### config.mk
export PLATFORM = sky130hd
export DESIGN_NAME = dual_lane_spi_psram_access_flat
export DESIGN_NICKNAME = d
export VERILOG_FILES = /design/src/hdl/dlspa_pkg.sv /design/src/hdl/dlspa_channels.sv /design/src/hdl/dual_lane_spi_psram_access.sv /design/src/flat_wrapper.sv
export VERILOG_INCLUDE_DIRS = /design/src /design/src/hdl
export SDC_FILE = /design/constraint.sdc
export NUM_CORES = 1
export LEC_CHECK = 0
export ABC_AREA = 1
export BUFFER_PORTS_ARGS = -buffer_cell sky130_fd_sc_hd__buf_2
export CORE_UTILIZATION = 48
export CTS_CLUSTER_DIAMETER = 120
export DETAILED_ROUTE_END_ITERATION = 8
export GPL_TIMING_DRIVEN = 0
export PLACE_DENSITY = 0.65
export SYNTH_ARGS = -nofsm -noshare
export SYNTH_HDL_FRONTEND = slang
export SYNTH_SLANG_ARGS = --single-unit
### constraint.sdc
create_clock -name clock -period 2.8 [get_ports clock]
set_input_delay 0.28 -clock clock [delete_from_list [all_inputs] [get_ports clock]]
set_output_delay 0.28 -clock clock [all_outputs]
set_load 0.1 [all_outputs]
### src/hdl/dual_lane_spi_psram_access_assert.svh
// Assertion macros for the dual-lane SPI PSRAM access master.
`ifndef DUAL_LANE_SPI_PSRAM_ACCESS_ASSERT_SVH
`define DUAL_LANE_SPI_PSRAM_ACCESS_ASSERT_SVH

// Same-cycle implication, checked at every rising edge outside reset.
`define DLSPA_ASSERT_NOW(label, clk, rst, ante, cons) \
   label: assert property (@(posedge clk) disable iff (rst) (ante) |-> (cons)) \
      else $error("dlspa assertion failed");

// Next-cycle implication, checked at every rising edge outside reset.
`define DLSPA_ASSERT_NEXT(label, clk, rst, ante, cons) \
   label: assert property (@(posedge clk) disable iff (rst) (ante) |=> (cons)) \
      else $error("dlspa assertion failed");

`endif

### src/hdl/dlspa_pkg.sv
// Types and constants of the dual-lane SPI PSRAM access master.
package dlspa_pkg;

   // Input field widths
   localparam int unsigned FUNC_W    = 2;
   localparam int unsigned ADDR_W    = 24;
   localparam int unsigned WCOUNT_W  = 12;
   localparam int unsigned WORD_W    = 16;
   localparam int unsigned FRAME_W   = 32;
   localparam int unsigned BITCNT_W  = 5;

   // Request function codes
   localparam logic [FUNC_W-1:0] FUNC_TICK  = 2'd0;
   localparam logic [FUNC_W-1:0] FUNC_WRITE = 2'd1;
   localparam logic [FUNC_W-1:0] FUNC_READ  = 2'd2;

   // SPI command bytes
   localparam logic [7:0] CMD_WRITE     = 8'h02;
   localparam logic [7:0] CMD_FAST_READ = 8'h0B;

   // Bit counts of the frame phases
   localparam logic [BITCNT_W-1:0] CMD_LAST_BIT  = 5'd31;
   localparam logic [BITCNT_W-1:0] BYTE_LAST_BIT = 5'd7;

   // Access phase, one-hot
   typedef enum logic [3:0] {
      PH_IDLE  = 4'b0001,
      PH_CMD   = 4'b0010,
      PH_DUMMY = 4'b0100,
      PH_DATA  = 4'b1000
   } phase_type;

   // One result transaction
   typedef struct packed {
      logic              cs_n;
      logic              sck_pulse;
      logic              mosi_low;
      logic              mosi_high;
      logic              word_taken;
      logic [WORD_W-1:0] read_word;
      logic              read_valid;
      logic              busy_res;
      logic              last;
   } rsp_payload_type;

endpackage

### src/hdl/dlspa_channels.sv
// Valid/ready channel interfaces for requests and results.
interface dlspa_req_if
   import dlspa_pkg::*;
();
   logic                valid;
   logic                ready;
   logic [FUNC_W-1:0]   func;
   logic [ADDR_W-1:0]   address;
   logic [WCOUNT_W-1:0] word_count;
   logic [WORD_W-1:0]   write_word;
   logic                miso_low;
   logic                miso_high;

   modport source (output valid, func, address, word_count, write_word, miso_low,
                   miso_high, input ready);
   modport sink   (input valid, func, address, word_count, write_word, miso_low,
                   miso_high, output ready);
endinterface

interface dlspa_rsp_if
   import dlspa_pkg::*;
();
   logic              valid;
   logic              ready;
   logic              cs_n;
   logic              sck_pulse;
   logic              mosi_low;
   logic              mosi_high;
   logic              word_taken;
   logic [WORD_W-1:0] read_word;
   logic              read_valid;
   logic              busy_res;
   logic              last;

   modport source (output valid, cs_n, sck_pulse, mosi_low, mosi_high, word_taken,
                   read_word, read_valid, busy_res, last, input ready);
   modport sink   (input valid, cs_n, sck_pulse, mosi_low, mosi_high, word_taken,
                   read_word, read_valid, busy_res, last, output ready);
endinterface

### src/hdl/dual_lane_spi_psram_access.sv
// Dual-lane SPI PSRAM access master, one SPI bit time per transaction.
// A result transaction is registered and valid in the cycle after its request is accepted.
// Throughput: one request per cycle unless stalled; the result register frees when taken.
// An access lasts 32 ticks of command and address, 8 dummy ticks on a read, 8 per word.
// Reset is synchronous, active high: phase goes idle and the result register empties.
`include "dual_lane_spi_psram_access_assert.svh"

module dual_lane_spi_psram_access
   import dlspa_pkg::*;
#(
   parameter int unsigned MAX_WORDS = 2048
) (
   input  logic        clock,
   input  logic        reset,
   dlspa_req_if.sink   req_ch,
   dlspa_rsp_if.source rsp_ch
);

   localparam int unsigned WL_W = $clog2(MAX_WORDS + 1);

   // Access state
   phase_type            phase_ff, phase_in;
   logic [BITCNT_W-1:0]  bit_counter_ff, bit_counter_in;
   logic [WL_W-1:0]      words_left_ff, words_left_in;
   logic                 is_write_ff, is_write_in;
   logic [FRAME_W-1:0]   frame_ff, frame_in;
   logic [WORD_W-1:0]    tx_word_ff, tx_word_in;
   logic [WORD_W-1:0]    rx_word_ff, rx_word_in;

   // Result register
   logic                 rsp_valid_ff;
   rsp_payload_type      rsp_ff, rsp_in;

   logic                 req_acc;

   assign req_ch.ready = !rsp_valid_ff || rsp_ch.ready;
   assign req_acc      = req_ch.valid && req_ch.ready;

   // Next state and result of one bit tick
   always_comb begin
      phase_type           ph_e;
      logic [BITCNT_W-1:0] bc_e;
      logic [WL_W-1:0]     wl_e;
      logic [WL_W-1:0]     wl_dec;
      logic                wr_e;
      logic [FRAME_W-1:0]  fr_e;
      logic [WORD_W-1:0]   tx_e;
      logic [WORD_W-1:0]   rx_e;
      logic [2:0]          j;

      ph_e = phase_ff;
      bc_e = bit_counter_ff;
      wl_e = words_left_ff;
      wr_e = is_write_ff;
      fr_e = frame_ff;
      tx_e = tx_word_ff;
      rx_e = rx_word_ff;

      // start only when idle; zero words means one, large counts saturate
      if (phase_ff == PH_IDLE && (req_ch.func == FUNC_WRITE || req_ch.func == FUNC_READ)) begin
         wr_e = (req_ch.func == FUNC_WRITE);
         if (req_ch.word_count == '0) begin
            wl_e = WL_W'(1);
         end else if (32'(req_ch.word_count) > 32'(MAX_WORDS)) begin
            wl_e = WL_W'(MAX_WORDS);
         end else begin
            wl_e = WL_W'(req_ch.word_count);
         end
         fr_e = {(wr_e ? CMD_WRITE : CMD_FAST_READ), req_ch.address};
         bc_e = '0;
         tx_e = '0;
         rx_e = '0;
         ph_e = PH_CMD;
      end

      phase_in       = ph_e;
      bit_counter_in = bc_e;
      words_left_in  = wl_e;
      is_write_in    = wr_e;
      frame_in       = fr_e;
      tx_word_in     = tx_e;
      rx_word_in     = rx_e;

      rsp_in      = '0;
      rsp_in.cs_n = 1'b1;

      j      = ~bc_e[2:0];
      wl_dec = (wl_e != '0) ? wl_e - WL_W'(1) : wl_e;

      unique case (ph_e)
         PH_IDLE: begin
         end
         PH_CMD: begin
            rsp_in.cs_n      = 1'b0;
            rsp_in.busy_res  = 1'b1;
            rsp_in.sck_pulse = 1'b1;
            rsp_in.mosi_low  = fr_e[FRAME_W-1];
            rsp_in.mosi_high = fr_e[FRAME_W-1];
            frame_in         = fr_e << 1;
            bit_counter_in   = bc_e + BITCNT_W'(1);
            if (bc_e == CMD_LAST_BIT) begin
               bit_counter_in = '0;
               phase_in       = wr_e ? PH_DATA : PH_DUMMY;
            end
         end
         PH_DUMMY: begin
            rsp_in.cs_n      = 1'b0;
            rsp_in.busy_res  = 1'b1;
            rsp_in.sck_pulse = 1'b1;
            bit_counter_in   = bc_e + BITCNT_W'(1);
            if (bc_e == BYTE_LAST_BIT) begin
               bit_counter_in = '0;
               phase_in       = PH_DATA;
            end
         end
         PH_DATA: begin
            rsp_in.cs_n      = 1'b0;
            rsp_in.busy_res  = 1'b1;
            rsp_in.sck_pulse = 1'b1;
            if (wr_e) begin
               // latch the write word on the first bit of each word
               if (bc_e == '0) begin
                  tx_word_in        = req_ch.write_word;
                  rsp_in.word_taken = 1'b1;
               end
               rsp_in.mosi_low  = tx_word_in[{1'b0, j}];
               rsp_in.mosi_high = tx_word_in[{1'b1, j}];
            end else begin
               rx_word_in = {rx_e[14:8], req_ch.miso_high, rx_e[6:0], req_ch.miso_low};
            end
            bit_counter_in = bc_e + BITCNT_W'(1);
            if (bc_e == BYTE_LAST_BIT) begin
               bit_counter_in = '0;
               if (!wr_e) begin
                  rsp_in.read_valid = 1'b1;
                  rsp_in.read_word  = rx_word_in;
               end
               words_left_in = wl_dec;
               if (wl_dec == '0) begin
                  rsp_in.last = 1'b1;
                  phase_in    = PH_IDLE;
               end
            end
         end
         default: begin
            phase_in = PH_IDLE;
         end
      endcase
   end

   // State registers, updated on each accepted transaction
   always_ff @(posedge clock) begin
      if (reset) begin
         phase_ff       <= PH_IDLE;
         bit_counter_ff <= '0;
         words_left_ff  <= '0;
         is_write_ff    <= 1'b0;
         frame_ff       <= '0;
         tx_word_ff     <= '0;
         rx_word_ff     <= '0;
      end else if (req_acc) begin
         phase_ff       <= phase_in;
         bit_counter_ff <= bit_counter_in;
         words_left_ff  <= words_left_in;
         is_write_ff    <= is_write_in;
         frame_ff       <= frame_in;
         tx_word_ff     <= tx_word_in;
         rx_word_ff     <= rx_word_in;
      end
   end

   // Result register
   always_ff @(posedge clock) begin
      if (reset) begin
         rsp_valid_ff <= 1'b0;
      end else if (req_acc) begin
         rsp_valid_ff <= 1'b1;
      end else if (rsp_ch.ready) begin
         rsp_valid_ff <= 1'b0;
      end
   end

   always_ff @(posedge clock) begin
      if (req_acc) begin
         rsp_ff <= rsp_in;
      end
   end

   assign rsp_ch.valid      = rsp_valid_ff;
   assign rsp_ch.cs_n       = rsp_ff.cs_n;
   assign rsp_ch.sck_pulse  = rsp_ff.sck_pulse;
   assign rsp_ch.mosi_low   = rsp_ff.mosi_low;
   assign rsp_ch.mosi_high  = rsp_ff.mosi_high;
   assign rsp_ch.word_taken = rsp_ff.word_taken;
   assign rsp_ch.read_word  = rsp_ff.read_word;
   assign rsp_ch.read_valid = rsp_ff.read_valid;
   assign rsp_ch.busy_res   = rsp_ff.busy_res;
   assign rsp_ch.last       = rsp_ff.last;

   // Checks
   `DLSPA_ASSERT_NOW(a_idle_counter_clear, clock, reset, phase_ff == PH_IDLE, bit_counter_ff == '0)
   `DLSPA_ASSERT_NOW(a_dummy_only_on_read, clock, reset, phase_ff == PH_DUMMY, !is_write_ff)
   `DLSPA_ASSERT_NEXT(a_last_goes_idle, clock, reset, req_acc && rsp_in.last, phase_ff == PH_IDLE)
   `DLSPA_ASSERT_NOW(a_no_take_on_read, clock, reset, rsp_valid_ff && rsp_ff.read_valid, !rsp_ff.word_taken && !rsp_ff.cs_n == rsp_ff.busy_res)

endmodule
### src/flat_wrapper.sv
// flat-port wrapper written by rule: the top's interface ports become plain ports
module dual_lane_spi_psram_access_flat import dlspa_pkg::*;
#(
   parameter int unsigned MAX_WORDS = 2048
)
  (clock, reset, req_ch_valid, req_ch_func, req_ch_address, req_ch_word_count, req_ch_write_word, req_ch_miso_low, req_ch_miso_high, req_ch_ready, rsp_ch_valid, rsp_ch_cs_n, rsp_ch_sck_pulse, rsp_ch_mosi_low, rsp_ch_mosi_high, rsp_ch_word_taken, rsp_ch_read_word, rsp_ch_read_valid, rsp_ch_busy_res, rsp_ch_last, rsp_ch_ready);
  dlspa_req_if req_ch_i ();
  dlspa_rsp_if rsp_ch_i ();
  input  logic clock;
  input  logic reset;
  input wire logic [$bits(req_ch_i.valid)-1:0] req_ch_valid;
  input wire logic [$bits(req_ch_i.func)-1:0] req_ch_func;
  input wire logic [$bits(req_ch_i.address)-1:0] req_ch_address;
  input wire logic [$bits(req_ch_i.word_count)-1:0] req_ch_word_count;
  input wire logic [$bits(req_ch_i.write_word)-1:0] req_ch_write_word;
  input wire logic [$bits(req_ch_i.miso_low)-1:0] req_ch_miso_low;
  input wire logic [$bits(req_ch_i.miso_high)-1:0] req_ch_miso_high;
  output wire logic [$bits(req_ch_i.ready)-1:0] req_ch_ready;
  output wire logic [$bits(rsp_ch_i.valid)-1:0] rsp_ch_valid;
  output wire logic [$bits(rsp_ch_i.cs_n)-1:0] rsp_ch_cs_n;
  output wire logic [$bits(rsp_ch_i.sck_pulse)-1:0] rsp_ch_sck_pulse;
  output wire logic [$bits(rsp_ch_i.mosi_low)-1:0] rsp_ch_mosi_low;
  output wire logic [$bits(rsp_ch_i.mosi_high)-1:0] rsp_ch_mosi_high;
  output wire logic [$bits(rsp_ch_i.word_taken)-1:0] rsp_ch_word_taken;
  output wire logic [$bits(rsp_ch_i.read_word)-1:0] rsp_ch_read_word;
  output wire logic [$bits(rsp_ch_i.read_valid)-1:0] rsp_ch_read_valid;
  output wire logic [$bits(rsp_ch_i.busy_res)-1:0] rsp_ch_busy_res;
  output wire logic [$bits(rsp_ch_i.last)-1:0] rsp_ch_last;
  input wire logic [$bits(rsp_ch_i.ready)-1:0] rsp_ch_ready;
  assign req_ch_i.valid = req_ch_valid;
  assign req_ch_i.func = req_ch_func;
  assign req_ch_i.address = req_ch_address;
  assign req_ch_i.word_count = req_ch_word_count;
  assign req_ch_i.write_word = req_ch_write_word;
  assign req_ch_i.miso_low = req_ch_miso_low;
  assign req_ch_i.miso_high = req_ch_miso_high;
  assign req_ch_ready = req_ch_i.ready;
  assign rsp_ch_valid = rsp_ch_i.valid;
  assign rsp_ch_cs_n = rsp_ch_i.cs_n;
  assign rsp_ch_sck_pulse = rsp_ch_i.sck_pulse;
  assign rsp_ch_mosi_low = rsp_ch_i.mosi_low;
  assign rsp_ch_mosi_high = rsp_ch_i.mosi_high;
  assign rsp_ch_word_taken = rsp_ch_i.word_taken;
  assign rsp_ch_read_word = rsp_ch_i.read_word;
  assign rsp_ch_read_valid = rsp_ch_i.read_valid;
  assign rsp_ch_busy_res = rsp_ch_i.busy_res;
  assign rsp_ch_last = rsp_ch_i.last;
  assign rsp_ch_i.ready = rsp_ch_ready;
  dual_lane_spi_psram_access #(.MAX_WORDS(MAX_WORDS)) u_core (.clock(clock), .reset(reset), .req_ch(req_ch_i), .rsp_ch(rsp_ch_i));
endmodule
==> qor.txt <==
Outcome - finished clean
Routed vias - 6,684
CP max-delay cell - dfxtp_2
CP max stage delay - 0.36 ns
Sequential Area - 0.00242 mm²
Post-synth EDFFs - 23
I/O Pins - 86
Hold buffer count at cts - 0
Yosys cell types - 45
End of the worst hold path - u_core.rsp_ch.valid
Fin. Hold Viols - 0
Dpl cell area - 0.00730 mm²
Core area - 0.0134 mm²
Per-cell routed wire length - 14.4 µm
Slew @ Worst Pin - 0.731 ns
FMAX - 381 MHz
# fillers - 1,336
Buf/Inv on CP - 6
Synthesized cell area - 0.00666 mm²
Port bufs - 84
Largest net degree at the start of global routing - 33
Final setup vio count - 0
Drt via density - 5.25
YS warnings - 0
Pwr dens - 559 mW/mm²
Synth top area cells - dfxtp_1 26%, nand2_1 18%, edfxtp_1 10%, o211ai_1 8.8%, a21oi_1 6.0%
Congestion Overflow GR - 0
Drt first-iter violations - 507
Worst Hold Depth - 4
First-pass GRT wire length - 30,600 µm
Fin crit share - 0.936
Crit path max-delay family - buffers and inverters
GR Layer Usage met3 - 0.0404
Multi-input gate area - 0.00360 mm²
Power Total - 4.29 mW
Max_cap viols - 0
Rel. slew slack - 0.513
Gp weighted congestion - 0.859
Worst Setup Start Kind - flop
Synth Instances - 993
Die Wd - 120 µm
HP Start - rsp_ch_ready
Clock sinks - 109
R2R depth - 15
Final worst slack - 0.178 ns
Fin area - 0.00768 mm²
Final wirelength - 18,300 µm
Met2 usage - 0.426
CP Capture Type - flop
Row count - 42
Leak - 3.56 nW
Seq/Total Area, Yosys - 0.362
Clock slew at reported path FFs - 0.08 ns
Die height - 120 µm
Synth Flop Type - dfxtp_1
Syn avg cell area - 6.70 µm²
Yosys top cell by area - dfxtp_1
Crit Path Max Fanout - 10
Die ar. - 0.0143 mm²
Final non-filler cell total - 1,273
Share of the synthesized area in the top cell type - 0.259
Reg2reg start - u_core.phase_ff[2]
Number of routed nets with antenna violations - 0
Vias in the first global route - 6,156
Initial Util - 0.497
Setup skew after layout - 0.00509 ns
Clk Latency, worst-skew pair - 0.35 ns
Total GRT Usage - 0.265
Data required time of the worst path - 3.02 ns
Initial antenna violation count - 0
Net count, final - 1,157
R2R Setup Slk - 0.18 ns
R2r endpoint - u_core.words_left_ff[9]
Clk buf depth - 2
N_diodes - 0
Post-synth top cells - 312 x nand2_1, 97 x inv_1, 86 x dfxtp_1, 80 x a21oi_1, 78 x o211ai_1
Hold WC Path Type - input port to flop
Most frequent cell after synthesis - nand2_1
Residual DRC - 0
Post-DP HPWL - 13,100 µm
Cells after DPL - 1,253
Final Max Tran Viols - 0
TritonCTS clock tree - done
Register bit total from synthesis - 109
Area Growth Syn to Fin - 15.4%
Pre-CTS setup slack - -0.430 ns
Clock buffer count from CTS - 9
Peak supply drop - 420 µV
Most Crowded Layer GR - met2
Clk root buf - clkbuf_16
Final min period - 2.62 ns
Synthesized Nets - 1,058
Ys async rst share - 0
H-tree levels - 3
Pre-antenna DRT Iters - 5
Fin Setup TNS - 0 ns
WS Path Type - flop to flop
Worst Path Arrival - 2.84 ns
Met1 GRT Util - 0.373
Cell-by-cell trace of the critical path - nor2_4 > nand3_4 > buf_6 > buf_4 > nand2_2 > inv_1 > ha_1 > inv_1 > nor2_1 > nand2_2 > nor2_4 > buf_4 > buf_2 > o211ai_1 > a21oi_1
Fraction of layout cells with a size suffix above 1 - 0.165
[power breakdown]
| group | total [mW] | leakage, nW | switching, mW | internal, mW |
|---|---|---|---|---|
| combinational | 1.32 | 2.49 | 0.937 | 0.381 |
| sequential | 1.74 | 0.938 | 0.0467 | 1.70 |
| clock | 1.23 | 0.135 | 0.624 | 0.610 |
| total | 4.29 | 3.56 | 1.61 | 2.69 |
[metal layers]
layer	share of wire	vias up
met5	0	-
met4	0.011	0
met3	0.048	15
met2	0.46	158
met1	0.48	3012
li1	-	3499
[cell usage in the layout, fill, tap and decap left out, types with 7 or more instances in the layout]
cell type,n
o21ai_0,41
nand2_2,9
a21oi_1,79
o211ai_1,78
nor4b_1,8
clkbuf_1,41
nand2_1,308
buf_1,8
o21ai_1,7
buf_2,94
clkbuf_16,9
dfxtp_1,82
nand3_1,51
nor2_1,50
edfxtp_1,23
inv_1,97
nor2_4,8
nand4_1,7
nor3_1,9
inv_2,14
[per-stage QoR]
stage / util / hold WS, ns
detailed placement: 0.545 / 0.455
CTS: 0.567 / 0.202
global placement: 0.545 / 0.452
floorplan: - / 0.445
finish: 0.573 / 0.210
global route: 0.573 / 0.225
[worst register-to-register path: stages (launching register included)]
cell and delay (ns):
dfxtp_2 0.36, nor2_4 0.16, nand3_4 0.15, buf_6 0.19, buf_4 0.19, nand2_2 0.13
inv_1 0.08, ha_1 0.19, inv_1 0.10, nor2_1 0.07, nand2_2 0.15, nor2_4 0.06
buf_4 0.14, buf_2 0.18, o211ai_1 0.23, a21oi_1 0.10
[layout make-up]
cell class              instances  share of cell area
clock buffers                   9              0.0293
plain buffers                  65              0.0378
well taps                     176              0.0287
multi-input cells             705               0.468
flip-flops and latches        109               0.315
repair buffers                 88              0.0586
inverters                     114              0.0562
clock inverters                 7             0.00651
[cells by family after synthesis]
kind of cell | count (synthesis) | share of synthesized area
buf+inv | 179 | 0.106
flops | 109 | 0.362
compound gates | 227 | 0.209
simple gates | 470 | 0.310
xor+xnor | 2 | 0.00263
mux | 1 | 0.00150
fa+ha+maj | 5 | 0.00940
[sequential cells by signal, summed over array words and instances (netlist names)]
name and cells:
u_core.is_write_ff 1, u_core.bit_counter_ff 5, u_core.rsp_ch.valid 1, u_core.rsp_ch.word_taken 1
u_core.tx_word_ff 16, u_core.rx_word_ff 15, u_core.rsp_ch.mosi_high 1, u_core.frame_ff 32
u_core.phase_ff 4, u_core.rsp_ch.read_valid 1, u_core.words_left_ff 12, u_core.rsp_ch.mosi_low 1
u_core.rsp_ch.sck_pulse 1, u_core.rsp_ch.read_word 16, u_core.rsp_ch.cs_n 1, u_core.rsp_ch.last 1
[how the worst max path moves through the flow]
| stage | startpoint | end | slack, ns | cells after the start |
|---|---|---|---|---|
| 2_1_floorplan | u_core.rsp_ch.valid | u_core.phase_ff[2] | 0.07 | 7 |
| 3_3_place_gp | req_ch_func[0] | u_core.phase_ff[3] | -0.41 | 20 |
| 3_5_place_dp | req_ch_func[1] | u_core.rsp_ch.read_word[9] | -0.43 | 17 |
| 4_1_cts | u_core.phase_ff[3] | u_core.rsp_ch.read_word[12] | 0.02 | 14 |
| 5_1_grt | u_core.phase_ff[2] | u_core.phase_ff[3] | -0.002 | 18 |
| 6_report | u_core.phase_ff[2] | u_core.words_left_ff[9] | 0.18 | 15 |
[timing repair]
action / in CTS / in global routing
resized for setup: 9 / 17
setup buffers: 0 / 4
setup endpoints to repair: 30 / 26
pin swaps: 0 / 3
gates cloned: 0 / 0
(Power assumes the default switching activity.)
